File: src/sv/repeating_timer_pool_core_assert.svh
// assertion macros shared by the timer pool modules
`ifndef REPEATING_TIMER_POOL_CORE_ASSERT_SVH
`define REPEATING_TIMER_POOL_CORE_ASSERT_SVH

// same-cycle implication
`define RTP_ASSERT_IMPL(lbl, clk, rst, ante, cons) \
   lbl: assert property (@(posedge clk) disable iff (rst) (ante) |-> (cons)) \
      else $error("timer pool assertion failed");

// next-cycle implication
`define RTP_ASSERT_NEXT(lbl, clk, rst, ante, cons) \
   lbl: assert property (@(posedge clk) disable iff (rst) (ante) |=> (cons)) \
      else $error("timer pool assertion failed");

`endif

File: src/sv/rtp_pkg.sv
`default_nettype none
package rtp_pkg;

   localparam int MODE_W   = 2;
   localparam int ID_W     = 4;
   localparam int PERIOD_W = 32;
   localparam int REPEAT_W = 8;
   localparam int MASK_W   = 8;

   localparam logic [REPEAT_W-1:0] REPEAT_FOREVER = 8'hFF;
   localparam logic [REPEAT_W-1:0] REPEAT_MAX     = 8'hFF;

   typedef enum logic [MODE_W-1:0] {
      MODE_CREATE = 2'd0,
      MODE_CANCEL = 2'd1,
      MODE_CHECK  = 2'd2,
      MODE_TICK   = 2'd3
   } mode_type;

   // classified request as it sits in the queue
   typedef struct packed {
      mode_type              mode;
      logic                  id_ok;
      logic [ID_W-1:0]       slot;
      logic [PERIOD_W-1:0]   period;
      logic [REPEAT_W-1:0]   repeats;
      logic                  callback;
   } cmd_type;

   typedef struct packed {
      logic    push;
      cmd_type cmd;
   } push_type;

   typedef struct packed {
      logic    not_empty;
      cmd_type cmd;
   } head_type;

endpackage
`default_nettype wire

File: src/sv/rtp_front.sv
`default_nettype none
module rtp_front
   import rtp_pkg::*;
#(
   parameter int NUM_SLOTS = 8
) (
   input  wire logic                start,
   input  wire logic                queue_full,
   input  wire logic [MODE_W-1:0]   req_mode,
   input  wire logic [ID_W-1:0]     req_timer_id,
   input  wire logic [PERIOD_W-1:0] req_period_ticks,
   input  wire logic [REPEAT_W-1:0] req_repeat_total,
   input  wire logic                req_has_callback,
   output push_type                 push_out
);

   always_comb begin
      push_out.push         = start && !queue_full;
      push_out.cmd.mode     = mode_type'(req_mode);
      push_out.cmd.id_ok    = {1'b0, req_timer_id} inside
                              {[(ID_W+1)'(1) : (ID_W+1)'(NUM_SLOTS)]};
      push_out.cmd.slot     = req_timer_id - ID_W'(1);
      push_out.cmd.period   = req_period_ticks;
      // zero repeats counts as one firing
      push_out.cmd.repeats  = (req_repeat_total == '0) ? REPEAT_W'(1) : req_repeat_total;
      push_out.cmd.callback = req_has_callback;
   end

endmodule
`default_nettype wire

File: src/sv/rtp_queue.sv
`default_nettype none
module rtp_queue
   import rtp_pkg::*;
#(
   parameter int DEPTH = 2
) (
   input  wire logic     clock,
   input  wire logic     reset,
   input  wire push_type push_in,
   input  wire logic     pop,
   output head_type      head,
   output logic          full
);
`include "repeating_timer_pool_core_assert.svh"

   localparam int PTR_W = (DEPTH > 1) ? $clog2(DEPTH) : 1;
   localparam int CNT_W = $clog2(DEPTH + 1);

   cmd_type            entry_ff [DEPTH];
   logic [PTR_W-1:0]   wr_ptr_ff, wr_ptr_in;
   logic [PTR_W-1:0]   rd_ptr_ff, rd_ptr_in;
   logic [CNT_W-1:0]   count_ff, count_in;

   function automatic logic [PTR_W-1:0] next_ptr(input logic [PTR_W-1:0] p);
      if (p == PTR_W'(DEPTH - 1)) begin
         return '0;
      end
      return p + PTR_W'(1);
   endfunction

   always_comb begin
      wr_ptr_in = push_in.push ? next_ptr(wr_ptr_ff) : wr_ptr_ff;
      rd_ptr_in = pop ? next_ptr(rd_ptr_ff) : rd_ptr_ff;
      count_in  = count_ff;
      case ({push_in.push, pop})
         2'b10:   count_in = count_ff + CNT_W'(1);
         2'b01:   count_in = count_ff - CNT_W'(1);
         default: count_in = count_ff;
      endcase
   end

   always_ff @(posedge clock) begin
      if (reset) begin
         wr_ptr_ff <= '0;
         rd_ptr_ff <= '0;
         count_ff  <= '0;
      end else begin
         wr_ptr_ff <= wr_ptr_in;
         rd_ptr_ff <= rd_ptr_in;
         count_ff  <= count_in;
      end
   end

   always_ff @(posedge clock) begin
      if (push_in.push) begin
         entry_ff[wr_ptr_ff] <= push_in.cmd;
      end
   end

   assign head.not_empty = (count_ff != '0);
   assign head.cmd       = entry_ff[rd_ptr_ff];
   assign full           = (count_ff == CNT_W'(DEPTH));

   `RTP_ASSERT_IMPL(a_count_bound, clock, reset, 1'b1, count_ff <= CNT_W'(DEPTH))
   `RTP_ASSERT_IMPL(a_no_push_full, clock, reset, push_in.push, count_ff != CNT_W'(DEPTH))

endmodule
`default_nettype wire

File: src/sv/rtp_back.sv
`default_nettype none
module rtp_back
   import rtp_pkg::*;
#(
   parameter int NUM_SLOTS = 8
) (
   input  wire logic                clock,
   input  wire logic                reset,
   input  wire head_type            head,
   output logic                     pop,
   output logic                     rsp_valid,
   output logic                     rsp_success,
   output logic [ID_W-1:0]          rsp_assigned_id,
   output logic [MASK_W-1:0]        rsp_fired_mask
);
`include "repeating_timer_pool_core_assert.svh"

   localparam int SLOT_W = (NUM_SLOTS > 1) ? $clog2(NUM_SLOTS) : 1;

   typedef enum logic [1:0] {
      S_IDLE = 2'b01,
      S_TICK = 2'b10
   } back_state_type;

   back_state_type       state_ff, state_in;
   logic [SLOT_W-1:0]    tick_idx_ff, tick_idx_in;
   logic [MASK_W-1:0]    mask_ff, mask_in, mask_next;

   logic [NUM_SLOTS-1:0] active_ff, active_in;
   logic [NUM_SLOTS-1:0] pending_ff, pending_in;
   logic [NUM_SLOTS-1:0] callback_ff, callback_in;

   logic [PERIOD_W-1:0]  count_ff  [NUM_SLOTS];
   logic [PERIOD_W-1:0]  period_ff [NUM_SLOTS];
   logic [REPEAT_W-1:0]  target_ff [NUM_SLOTS];
   logic [REPEAT_W-1:0]  done_ff   [NUM_SLOTS];

   logic                 wr_en;
   logic [SLOT_W-1:0]    wr_idx;
   logic [PERIOD_W-1:0]  count_in, period_in;
   logic [REPEAT_W-1:0]  target_in, done_in;

   logic [PERIOD_W-1:0]  cur_count, cur_period;
   logic [REPEAT_W-1:0]  cur_target, cur_done, done_sat;
   logic                 fire;

   logic [NUM_SLOTS-1:0] free_vec, free_low;
   logic [SLOT_W-1:0]    free_idx;
   logic                 has_free;
   logic [SLOT_W-1:0]    slot;

   logic                 rsp_valid_ff, rsp_valid_in;
   logic                 success_ff, success_in;
   logic [ID_W-1:0]      id_ff, id_in;
   logic [MASK_W-1:0]    fired_ff, fired_in;

   // lowest free slot: isolate lowest set bit, then encode
   always_comb begin
      free_vec = ~active_ff;
      free_low = free_vec & (~free_vec + NUM_SLOTS'(1));
      has_free = |free_vec;
      free_idx = '0;
      for (int i = 0; i < NUM_SLOTS; i++) begin
         if (free_low[i]) begin
            free_idx = free_idx | SLOT_W'(i);
         end
      end
   end

   assign slot       = head.cmd.slot[SLOT_W-1:0];
   assign cur_count  = count_ff[tick_idx_ff];
   assign cur_period = period_ff[tick_idx_ff];
   assign cur_target = target_ff[tick_idx_ff];
   assign cur_done   = done_ff[tick_idx_ff];

   always_comb begin
      state_in     = state_ff;
      tick_idx_in  = tick_idx_ff;
      mask_in      = mask_ff;
      mask_next    = mask_ff;
      active_in    = active_ff;
      pending_in   = pending_ff;
      callback_in  = callback_ff;
      wr_en        = 1'b0;
      wr_idx       = tick_idx_ff;
      count_in     = cur_count;
      period_in    = cur_period;
      target_in    = cur_target;
      done_in      = cur_done;
      done_sat     = cur_done;
      fire         = 1'b0;
      pop          = 1'b0;
      rsp_valid_in = 1'b0;
      success_in   = 1'b0;
      id_in        = '0;
      fired_in     = '0;

      case (state_ff)
         S_IDLE: begin
            if (head.not_empty) begin
               pop = 1'b1;
               case (head.cmd.mode)
                  MODE_CREATE: begin
                     rsp_valid_in = 1'b1;
                     if (has_free) begin
                        active_in[free_idx]   = 1'b1;
                        pending_in[free_idx]  = 1'b0;
                        callback_in[free_idx] = head.cmd.callback;
                        wr_en      = 1'b1;
                        wr_idx     = free_idx;
                        count_in   = '0;
                        period_in  = head.cmd.period;
                        target_in  = head.cmd.repeats;
                        done_in    = '0;
                        success_in = 1'b1;
                        // id sixteen does not fit and reads as zero
                        id_in = ID_W'({1'b0, free_idx} + (SLOT_W+1)'(1));
                     end
                  end
                  MODE_CANCEL: begin
                     rsp_valid_in = 1'b1;
                     if (head.cmd.id_ok) begin
                        active_in[slot]  = 1'b0;
                        pending_in[slot] = 1'b0;
                     end
                  end
                  MODE_CHECK: begin
                     rsp_valid_in = 1'b1;
                     if (head.cmd.id_ok && pending_ff[slot]) begin
                        active_in[slot]  = 1'b0;
                        pending_in[slot] = 1'b0;
                        success_in       = 1'b1;
                     end
                  end
                  MODE_TICK: begin
                     state_in    = S_TICK;
                     tick_idx_in = '0;
                     mask_in     = '0;
                  end
                  default: begin
                     rsp_valid_in = 1'b1;
                  end
               endcase
            end
         end
         S_TICK: begin
            if (active_ff[tick_idx_ff]) begin
               wr_en = 1'b1;
               if (cur_count != cur_period) begin
                  count_in = cur_count + PERIOD_W'(1);
               end else begin
                  count_in = '0;
                  if (cur_target == REPEAT_FOREVER) begin
                     fire = 1'b1;
                  end else begin
                     done_sat = (cur_done == REPEAT_MAX) ? cur_done
                                                         : cur_done + REPEAT_W'(1);
                     done_in  = done_sat;
                     if (done_sat <= cur_target) begin
                        fire = 1'b1;
                     end else if (callback_ff[tick_idx_ff]) begin
                        // auto-free a callback timer after its last firing
                        active_in[tick_idx_ff]  = 1'b0;
                        pending_in[tick_idx_ff] = 1'b0;
                     end
                  end
               end
               if (fire) begin
                  pending_in[tick_idx_ff] = 1'b1;
                  if (callback_ff[tick_idx_ff] && (int'(tick_idx_ff) < MASK_W)) begin
                     mask_next = mask_ff | (MASK_W'(1) << tick_idx_ff);
                  end
               end
            end
            mask_in = mask_next;
            if (tick_idx_ff == SLOT_W'(NUM_SLOTS - 1)) begin
               rsp_valid_in = 1'b1;
               fired_in     = mask_next;
               state_in     = S_IDLE;
            end else begin
               tick_idx_in = tick_idx_ff + SLOT_W'(1);
            end
         end
         default: begin
            state_in = S_IDLE;
         end
      endcase
   end

   always_ff @(posedge clock) begin
      if (reset) begin
         state_ff     <= S_IDLE;
         tick_idx_ff  <= '0;
         active_ff    <= '0;
         pending_ff   <= '0;
         rsp_valid_ff <= 1'b0;
      end else begin
         state_ff     <= state_in;
         tick_idx_ff  <= tick_idx_in;
         active_ff    <= active_in;
         pending_ff   <= pending_in;
         rsp_valid_ff <= rsp_valid_in;
      end
   end

   always_ff @(posedge clock) begin
      mask_ff     <= mask_in;
      callback_ff <= callback_in;
      success_ff  <= success_in;
      id_ff       <= id_in;
      fired_ff    <= fired_in;
      if (wr_en) begin
         count_ff[wr_idx]  <= count_in;
         period_ff[wr_idx] <= period_in;
         target_ff[wr_idx] <= target_in;
         done_ff[wr_idx]   <= done_in;
      end
   end

   assign rsp_valid       = rsp_valid_ff;
   assign rsp_success     = success_ff;
   assign rsp_assigned_id = id_ff;
   assign rsp_fired_mask  = fired_ff;

   `RTP_ASSERT_IMPL(a_pending_only_active, clock, reset, 1'b1, (pending_ff & ~active_ff) == '0)
   `RTP_ASSERT_NEXT(a_cmd_result, clock, reset, pop && (head.cmd.mode != MODE_TICK), rsp_valid_ff)
   `RTP_ASSERT_IMPL(a_tick_quiet, clock, reset, state_ff == S_TICK, !rsp_valid_ff)

endmodule
`default_nettype wire

File: src/sv/repeating_timer_pool_core.sv
`default_nettype none
// Pool of NUM_SLOTS repeating timers. A request is taken when start is high and busy is low;
// busy rises only when the QUEUE_DEPTH-entry request queue (two by default) is full. Create,
// cancel and check pass the queue and the registered response stage; they sustain one request
// per cycle while no tick holds the back end. A tick walks the slot state one slot per cycle
// through the shared count/compare unit and registers its response at the last slot. Every request
// gives exactly one response, in request order, shown for one cycle with rsp_valid; the receiver
// cannot stall, so a response must be captured in the cycle it appears.
module repeating_timer_pool_core
   import rtp_pkg::*;
#(
   parameter int NUM_SLOTS   = 8,
   parameter int QUEUE_DEPTH = 2
) (
   input  wire logic                clock,
   input  wire logic                reset,
   input  wire logic                start,
   output logic                     busy,
   input  wire logic [MODE_W-1:0]   req_mode,
   input  wire logic [ID_W-1:0]     req_timer_id,
   input  wire logic [PERIOD_W-1:0] req_period_ticks,
   input  wire logic [REPEAT_W-1:0] req_repeat_total,
   input  wire logic                req_has_callback,
   output logic                     rsp_valid,
   output logic                     rsp_success,
   output logic [ID_W-1:0]          rsp_assigned_id,
   output logic [MASK_W-1:0]        rsp_fired_mask
);

   push_type push;
   head_type head;
   logic     pop;
   logic     full;

   assign busy = full;

   rtp_front #(
      .NUM_SLOTS (NUM_SLOTS)
   ) u_front (
      .start            (start),
      .queue_full       (full),
      .req_mode         (req_mode),
      .req_timer_id     (req_timer_id),
      .req_period_ticks (req_period_ticks),
      .req_repeat_total (req_repeat_total),
      .req_has_callback (req_has_callback),
      .push_out         (push)
   );

   rtp_queue #(
      .DEPTH (QUEUE_DEPTH)
   ) u_queue (
      .clock   (clock),
      .reset   (reset),
      .push_in (push),
      .pop     (pop),
      .head    (head),
      .full    (full)
   );

   rtp_back #(
      .NUM_SLOTS (NUM_SLOTS)
   ) u_back (
      .clock           (clock),
      .reset           (reset),
      .head            (head),
      .pop             (pop),
      .rsp_valid       (rsp_valid),
      .rsp_success     (rsp_success),
      .rsp_assigned_id (rsp_assigned_id),
      .rsp_fired_mask  (rsp_fired_mask)
   );

endmodule
`default_nettype wire
File: config.mk
export PLATFORM = sky130hd
export DESIGN_NAME = repeating_timer_pool_core
export DESIGN_NICKNAME = d
export VERILOG_FILES = /design/src/sv/rtp_pkg.sv /design/src/sv/rtp_front.sv /design/src/sv/rtp_queue.sv /design/src/sv/rtp_back.sv /design/src/sv/repeating_timer_pool_core.sv
export VERILOG_INCLUDE_DIRS = /design/src /design/src/sv
export SDC_FILE = /design/constraint.sdc
export NUM_CORES = 1
export LEC_CHECK = 0
export BUFFER_PORTS_ARGS = -buffer_cell sky130_fd_sc_hd__buf_2
export CORE_ASPECT_RATIO = 0.6
export CORE_MARGIN = 3
export CORE_UTILIZATION = 45
export CTS_CLUSTER_SIZE = 24
export DETAILED_ROUTE_END_ITERATION = 8
export PLACE_DENSITY = 0.61
export SLEW_MARGIN = 10
export SYNTH_ARGS = -nofsm -noshare
export SYNTH_HDL_FRONTEND = slang
export SYNTH_SLANG_ARGS = --single-unit
File: constraint.sdc
create_clock -name clock -period 9.25 [get_ports clock]
set_clock_uncertainty 0.1 [all_clocks]
set_input_delay 1.85 -clock clock [delete_from_list [all_inputs] [get_ports clock]]
set_output_delay 1.85 -clock clock [all_outputs]
set_load 0.01 [all_outputs]
Word-level counts from Yosys, hierarchy flattened
Memory sizes are Yosys's and may differ from the RTL's. A register that Yosys moved wholly into a read port is not among the register bits. Cells that the tools add are included.

Reductions and logical operators: 22. Multiplexer cells: 125. Order comparisons: 9. Multiply operators: 0. $add $sub $neg: 10. Equal/unequal tests: 25. Bitwise logic cells: 14. Divide/modulo/power cells: 0. Shift operators: 1.

Operator list (count): 8-bit 2-to-1 mux (38); 32-bit 2-to-1 mux (9); 32-bit one-hot mux with 2 select lines (1); 8-bit one-hot mux with 2 select lines (4); 3-bit 2-to-1 mux (19); 8-bit AND (6); 8-bit one-hot mux with 3 select lines (2); 8-bit NOT (5); 1-bit 2-to-1 mux (34); 32-bit by 1-bit adder with 32-bit output, second input constant (1); 32-bit inequality test (1); 8-bit OR (3); 8-bit by 1-bit adder with 8-bit output, second input constant (2); 8-bit == test, second input constant (2); 3-bit by 4-bit less-than comparator with 1-bit output, second input constant (3); 2-bit inequality test, second input constant (6); 11-bit AND reduction (1); 2-bit == test, second input constant (5); 2-bit 2-to-1 mux (5); 1-bit binary-select mux with 3-bit select (3); 1-bit demux with 3-bit select (3); 3-bit by 1-bit greater-or-equal comparator with 1-bit output, second input constant (3); 3-bit by 2-bit inequality test with 1-bit output, second input constant (3); 8-bit bitwise mux (1); other kinds (28) (46).

Latch bits: 0. Memories kept: 5. Bits in writable memories: 736. Memory bits (read-only): 0. Bits in registers: 55.

Memories: u_back.count_ff (depth 8, width 32, read ports 1, clocked after memory_dff 1, wr ports 1, RTL line rtp_back.sv:33) `logic [PERIOD_W-1:0] count_ff [NUM_SLOTS];`; u_back.period_ff (depth 8, width 32, read ports 1, clocked after memory_dff 1, wr ports 1, RTL line rtp_back.sv:34) `logic [PERIOD_W-1:0] period_ff [NUM_SLOTS];`; u_queue.entry_ff (depth 2, width 48, read ports 1, clocked after memory_dff 1, wr ports 1, RTL line rtp_queue.sv:19) `cmd_type entry_ff [DEPTH];`; u_back.done_ff (depth 8, width 8, read ports 1, clocked after memory_dff 1, wr ports 1, RTL line rtp_back.sv:36) `logic [REPEAT_W-1:0] done_ff [NUM_SLOTS];`; u_back.target_ff (depth 8, width 8, read ports 1, clocked after memory_dff 1, wr ports 1, RTL line rtp_back.sv:35) `logic [REPEAT_W-1:0] target_ff [NUM_SLOTS];`.

Longest topological paths before layout
Gate-level depths: netlist of the first run.

Depth after elaboration: 21. Mapped depth: 23. Gate-level depth less buffers: 17.

Modules after synthesis
A second synthesis of the first run with hierarchy kept.

Cells, all modules: 1889. Area, all modules: 33578.5 um^2.

Modules (own cells, without submodules): rtp_back (times used 1, area each 29510.8 um^2, cells each 1661, seq. area each 20459.6 um^2); rtp_queue (times used 1, area each 3663.5 um^2, cells each 171, seq. area each 2982.9 um^2); rtp_front (times used 1, area each 404.1 um^2, cells each 57, seq. area each 0.0 um^2).

Least setup slack after synthesis of the first run
OpenSTA, ideal clock, no wires.

Path type: register to register. Start: register (tool-made name). End: memory u_back.count_ff[7][0] (enable). Library setup time: 0.616 ns. Arrival: 7.856 ns. Setup slack: 0.678 ns. Cell stages (with the launch flop): 12. Required time: 8.534 ns. Path through: dfxtp_1 clkbuf_1 clkbuf_1 clkbuf_1 mux2i_1 ha_1 o31a_1 nand2_1 clkbuf_1 nand3_1 a21o_1 nor3_1.

RTL lines (RTL line): end: declaration (rtp_back.sv:33).

==> metrics.md, run 1 <==
| Metric | Value |
|---|---|
| Status | finished, final reports clean |
| Final Setup Violations | 0 |
| Slowest cell on crit path | nor3_2 |
| Clock Path Buffers | 3 |
| Critical path launch point type | flop |
| Post-CTS Setup Bufs | 0 |
| Critical path endpoint category | flop |
| GRT busiest layer | met1 |
| Met2 usage | roughly 29% |
| Routed WL | 75100 um |
| Clk root buf | clkbuf_16 |
| Period utilization | 66.5% |
| Met1 Use GR | about 30% |
| Final hold violations | 0 |
| Post-Synth Simple-Gate Area | under 10% |
| CP max FO | 96 |
| Post-Syn Nets | 1949 |
| Post-synth EDFFs | 750 |
| Post-DP HPWL | 44500 um |
| Global-route wire length before repair | between 100000 and 150000 um |
| Max-slew violation count | 0 |
| WP buf/inv | 1 |
| Worst path depth | 9 |
| Met3 usage | just under 4% |
| Die Ht | 216 um |
| # DRC | 0 |
| Synth Instances | between 1500 and 2000 |
| Kind of cell adding the most delay to the critical path | simple AND/OR/NAND/NOR gates |
| Final hold slack | about 0.38 ns |
| CTS sink count | ~790 |
| Synth Register Bits | ~790 |
| Post-synthesis mux area share | approximately 14% |
| Final antenna-violating net count | 0 |
| Hold Buf Count CTS | 0 |
| Die Area | 77000 um^2 |
| Synth cell types | 76 |
| Critical Path AT | about 6.4 ns |
| Final #Nets | about 2000 |
| CTS Buf Count | 75 |
| Tmin final | between 6 and 7 ns |
| Post-synth ARST share | 0% |
| Worst hold stages | 1 |
| Largest net degree at the start of global routing | just under 100 |
| Syn_area_per_cell | ~18 um^2 |
| Row cnt | 76 |
| R2R setup slack | ~3.1 ns |
| Die span in x | about 360 um |
| Top FF cell, synth | edfxtp_1 |
| WL/cell | approximately 25 um |
| Area Overhead vs Synth | 11.2% |
| Ports | 65 |
| Required time worst endpoint | 9.47 ns |
| RSZ-0062 raised after global routing | false |
| Max transition margin | 18.6% |
| Max incr delay on CP | 0.92 ns |
| Max-cap violation count | 0 |
| Largest family of logic cells by synthesized area | multiplexers |
| IO buf count | 64 |
| # diodes | 0 |
| Core ar. | just over 70000 um^2 |
| Cts repair resizes | 0 |
| Vias per std cell | between 5 and 6 |
| Seq/Total Area, Yosys | between 70% and 80% |
| Synthesized cell area | between 30000 and 40000 um^2 |
| Vias | roughly 18000 |
| Hold Path Class | reg2reg |
| Drt pass-1 iters | 5 |
| Adder-Cell Fraction of Synth Area | less than 1% |
| DP Area | between 30000 and 40000 um^2 |
| Type of the worst setup path | reg2reg |
| Clk_lat worst skew | 0.63 ns |
| Worst Tran Pin Value | about 1.2 ns |
| Setup WS post-layout | roughly 3.1 ns |
| Tot GR Track Use | 19.7% |
| Cell Pwr Density | 247 nW/um^2 |
| Max IR drop VDD | ~220 uV |
| Fillers | slightly below 6000 |
| Layout cells sized above 1 | a little over a fifth |
| Vias in the first global route | between 15000 and 20000 |
| GRT Residual Overflow | 0 |
| Reg2reg path depth | 9 |
| Fin Setup TNS | 0 ns |
| Initial antenna violation count | 0 |
| Static leakage | between 10 and 15 nW |
| Cell breakdown of the critical path | buf_12 -> mux4_2 -> mux2i_1 -> xor2_1 -> nor4_1 -> nand4_2 -> nor3_2 -> o21ai_0 -> a41oi_1 |
| Dpl ws | between 3 and 4 ns |
| CTS tree | yes |
| Synth Area in Compound Gates | between 5 and 6% |
| XOR/XNOR Fraction of Synth Area | 1.11% |
| Initial Util | 45.8% |
| Syn. warnings | 0 |
| Htree depth | 3 |
| Cell area after layout | ~37000 um^2 |
| Clock transition at the registers of the reported paths | approximately 0.060 ns |
| Iter 0 DRT Violations | 2019 |
| Max Freq | 163 MHz |
| Routability-driven placement congestion ratio | 0.906 |
## metal layers
layer | share of wire (%) | routed length [um]
met1 | 46 | 34500
met2 | 45 | 33700
met3 | 7.2 | 5410
met4 | 2.0 | 1500
met5 | 0 | 0
## worst reg2reg max path: stages, from the launching register on
cell and delay, ns:
dfxtp_4 0.78, buf_12 0.58, mux4_2 0.81, mux2i_1 0.67, xor2_1 0.15, nor4_1 0.61
nand4_2 0.55, nor3_2 0.93, o21ai_0 0.16, a41oi_1 0.52
## final timing paths
| kind | start | endpoint |
|---|---|---|
| max | flop | u_back.done_ff[4][2] |
| min | u_back.mask_ff[7] | u_back.rsp_fired_mask[7] |
| max reg2reg | flop | u_back.done_ff[4][2] |
| min reg2reg | u_back.mask_ff[7] | u_back.rsp_fired_mask[7] |
## metrics by stage
step | util (%) | instances | power, mW
2_1_floorplan | - | 1873 | 5.66
5_1_grt | 51.0 | 2973 | 9.50
6_report | 51.0 | 2973 | 9.11
3_3_place_gp | 47.7 | 2837 | 6.15
4_1_cts | 51.0 | 2973 | 9.17
3_5_place_dp | 47.7 | 2837 | 6.22
## cells in the mapped netlist, drive strengths merged, types with 7 or more instances
| library cell | count | area share (%) |
|---|---|---|
| o31ai | 7 | 0.20 |
| o31a | 14 | 0.37 |
| nor4 | 21 | 0.50 |
| xor2 | 37 | 0.98 |
| dfxtp | 43 | 2.6 |
| a211oi | 44 | 1.0 |
| mux2 | 16 | 0.54 |
| a31oi | 8 | 0.15 |
| inv | 24 | 0.27 |
| nor3 | 37 | 0.60 |
| nand4 | 17 | 0.39 |
| nor2b | 50 | 0.94 |
| a32o | 15 | 0.45 |
| and3 | 10 | 0.19 |
| or3 | 11 | 0.21 |
| a21oi | 77 | 1.2 |
| nand2b | 16 | 0.30 |
| nand3 | 16 | 0.24 |
| clkbuf | 54 | 0.61 |
| ha | 26 | 0.98 |
| o21ai | 40 | 0.60 |
| nand2 | 54 | 0.61 |
| nor2 | 72 | 0.82 |
| mux4 | 160 | 11 |
| o21a | 9 | 0.20 |
| and2 | 9 | 0.17 |
| buf | 53 | 1.0 |
| a21o | 15 | 0.34 |
| o211ai | 9 | 0.20 |
| mux2i | 89 | 2.7 |
| edfxtp | 750 | 68 |
## cell type report
type | count | area (um^2) | area share [%]
well taps | 975 | 1220 | 3.31
multi-input cells | 949 | 9200 | 25.0
repair buffers | 96 | 598 | 1.62
clock buffers | 92 | 1960 | 5.33
flip-flops and latches | 793 | 23400 | 63.5
inverters | 24 | 90.1 | 0.245
clock inverters | 44 | 363 | 0.985
## cell families after synthesis
| group | after synthesis |
|---|---|
| multiplexers | 265 |
| flip-flops | 793 |
| AO/OA/AOI/OAI | 285 |
| AND/OR/NAND/NOR | 331 |
| XOR/XNOR | 42 |
| buffers and inverters | 131 |
| adder cells (fa/ha/maj) | 26 |
## state kept, by name, indices dropped and copies added, names as in the netlist, 3 cells and up, named ones only
signal                  count
u_back.pending_ff           8
u_back.tick_idx_ff          3
u_queue.entry_ff           94
u_back.callback_ff          8
u_back.target_ff           64
u_back.active_ff            8
u_back.rsp_fired_mask       8
u_back.count_ff           256
u_back.mask_ff              8
u_back.period_ff          256
u_back.done_ff             64
u_back.rsp_assigned_id      4
## cell usage in the layout (no fill, tap or decap), drive strengths merged, types with 30 or more instances in the layout
cell type  Yosys  final
nor2b         50     50
buf           53     96
clkbuf        54     92
nand2         54     54
xor2          37     37
nor2          72     72
edfxtp       750    750
o21ai         40     40
nor3          37     37
mux2i         89     89
inv           24     30
a211oi        44     44
mux4         160    160
dfxtp         43     43
a21oi         77     77
## report_power, final
part | leakage (nW) | switching (mW) | total (mW) | internal [mW]
combinational | 3.01 | 1.15 | 1.60 | 0.444
clock | 1.13 | 1.32 | 2.95 | 1.64
sequential | 7.15 | 0.0660 | 4.56 | 4.49
total | 11.3 | 2.53 | 9.11 | 6.57
Note: power is estimated with default switching activity, not from simulation.
==> run 2, diff against run 1 <==
==> constraint.sdc (replaced) <==
create_clock -name clock -period 5.4 [get_ports clock]
set_clock_uncertainty 0.1 [all_clocks]
set_input_delay 1.08 -clock clock [delete_from_list [all_inputs] [get_ports clock]]
set_output_delay 1.08 -clock clock [all_outputs]
set_load 0.01 [all_outputs]
==> metrics.md, run 2 (same netlist as run 1, synthesis figures left out) <==
| Metric | Value |
|---|---|
| Status | finished, final reports clean |
| Vias per std cell | 5.88 (-1.1%) |
| Tot GR Track Use | 20.1% (+0.50 points) |
| DP Area | 35200 um^2 (+1.9%) |
| M1 WL | 36400 um (+5.5%) |
| IO buf count | 64 (unchanged) |
| Vias | 17800 (+0.80%) |
| Die Area | 77000 um^2 (unchanged) |
| CTS sink count | 793 (unchanged) |
| Reg2reg path depth | 15 (+6) |
| Core ar. | 72300 um^2 (unchanged) |
| Clk root buf | clkbuf_16 |
| Initial Util | 45.8% (unchanged) |
| Static leakage | 11.7 nW (+3.6%) |
| Cell area after layout | 37500 um^2 (+1.9%) |
| Tmin final | 5.02 ns (-1.13 ns) |
| Clock Path Buffers | 3 (unchanged) |
| Die span in x | 356 um (unchanged) |
| Max IR drop VDD | 271 uV (+22%) |
| # diodes | 0 (unchanged) |
| CTS Buf Count | 75 (unchanged) |
| Required time worst endpoint | 5.83 ns (-3.64 ns) |
| Hold_sp | u_back.mask_ff[7] |
| Worst reg2reg endpoint | u_back.pending_ff[6] |
| Critical path endpoint category | flop |
| Ports | 65 (unchanged) |
| Die Ht | 216 um (unchanged) |
| Critical Path AT | 5.45 ns (-0.93 ns) |
| Final hold slack | 0.382 ns (+0.00208 ns) |
| Final antenna-violating net count | 0 (unchanged) |
| Drt pass-1 iters | 7 (+2) |
| Max transition margin | 32.5% (+14 points) |
| Commonest cells after routing, fill and taps aside | 750 x edfxtp_1, 160 x mux4_2, 88 x mux2i_1 |
| GRT Residual Overflow | 0 (unchanged) |
| Initial antenna violation count | 0 (unchanged) |
| Global-route wire length before repair | 116000 um (+2.2%) |
| Met3 wire length | 4790 um (-12%) |
| CP max FO | 22 (-77%) |
| Routability-driven placement congestion ratio | 0.930 (+2.7%) |
| Htree depth | 3 (unchanged) |
| Row cnt | 76 (unchanged) |
| Layout cells sized above 1 | 22.9% (+2.1 points) |
| Clk_lat worst skew | 0.64 ns (about the same) |
| Uppermost layer routed | met4 |
| Commonest non-fill, non-tap cell in the layout | edfxtp_1 |
| Max-slew violation count | 0 (unchanged) |
| Critical path launch point type | flop |
| # DRC | 0 (unchanged) |
| RSZ-0062 raised after global routing | false |
| Hold Path Class | reg2reg |
| Post-CTS Setup Bufs | 0 (unchanged) |
| Worst hold stages | 1 (unchanged) |
| CTS tree | yes |
| Routed WL | 77000 um (+2.5%) |
| Largest net degree at the start of global routing | 66 (-32%) |
| R2R setup slack | 0.38 ns (-2.72 ns) |
| Hold Path Sink | u_back.rsp_fired_mask[7] |
| Max Freq | 199 MHz (+22%) |
| Area Overhead vs Synth | 13.3% |
| Met2 wire length | 34200 um (+1.4%) |
| Non-filler instance count after layout | 3031 (+2.0%) |
| Type of the worst setup path | reg2reg |
| Period utilization | 93.0% (+27 points) |
| Hold Buf Count CTS | 0 (unchanged) |
| Cts repair resizes | 0 (unchanged) |
| Vias in the first global route | 17800 (+0.83%) |
| WL/cell | 25.4 um (+0.52%) |
| Iter 0 DRT Violations | 1816 (-10%) |
| Cell Pwr Density | 419 nW/um^2 (+70%) |
| Clock transition at the registers of the reported paths | 0.06 ns (about the same) |
| Worst Tran Pin Value | 1.01 ns (-0.198 ns) |
| Final Setup Violations | 0 (unchanged) |
| Final hold violations | 0 (unchanged) |
| Regs by FF count | u_back.count_ff: 256 flops, u_back.period_ff: 256 flops, u_queue.entry_ff: 94 flops |
| Post-DP HPWL | 47800 um (+7.4%) |
| Max-cap violation count | 0 (unchanged) |
| Final #Nets | 2073 (+2.9%) |
| Placed Cells | 2895 (+2.0%) |
[run 2: layout make-up]
cell class	instances	area [um^2]
flip-flops and latches	793	23400
fillers	5813	34800
multi-input cells	949	9210
repair buffers	154	1230
clock buffers	97	2000
inverters	24	90.1
well taps	975	1220
clock inverters	39	364
[run 2: power breakdown]
group          leakage [nW]  switching [mW]  internal [mW]
registers              7.15           0.100           7.70
clock network          1.15            2.26           2.84
logic                  3.39            2.03          0.811
[run 2: worst max-delay path, stage by stage (launching register included)]
cell and delay (ns):
dfxtp_4 0.67, mux4_2 0.57, mux2_2 0.35, ha_1 0.24, and2_1 0.20, and3_1 0.23
nor3b_1 0.43, xnor2_1 0.12, ha_1 0.31, nand4_1 0.11, nor2_1 0.07, a211oi_1 0.32
o211ai_1 0.25, nor3_2 0.49, a31oi_1 0.19, a31o_1 0.28
[run 2: through the flow]
step	worst slack, ns	setup TNS (ns)	total power, mW	utilization [%]
6_report	0.377	0	15.7	51.9
5_1_grt	0.0482	0	16.4	51.9
4_1_cts	0.375	0	15.9	51.9
3_5_place_dp	0.361	0	10.8	48.6
3_3_place_gp	0.414	0	10.6	48.6
2_1_floorplan	-1.18	-672.90	9.70	-
[run 2: worst max path at each step]
stage,slack (ns),from,end,cells past startpoint
floorplan,-1.18,flop,u_back.count_ff[4][0],11
detailed placement,0.36,flop,u_back.count_ff[5][17],10
global placement,0.41,flop,u_back.count_ff[4][17],10
global route,0.05,flop,u_back.count_ff[4][6],10
finish,0.38,flop,u_back.pending_ff[6],15
CTS,0.38,flop,u_back.count_ff[5][6],10
[run 2: layer usage]
metal	GRT usage (%)	vias to the layer above
met2	29.5	585
met5	0	-
met4	5.09	0
li1	-	7867
met3	4.05	97
met1	31.0	9288
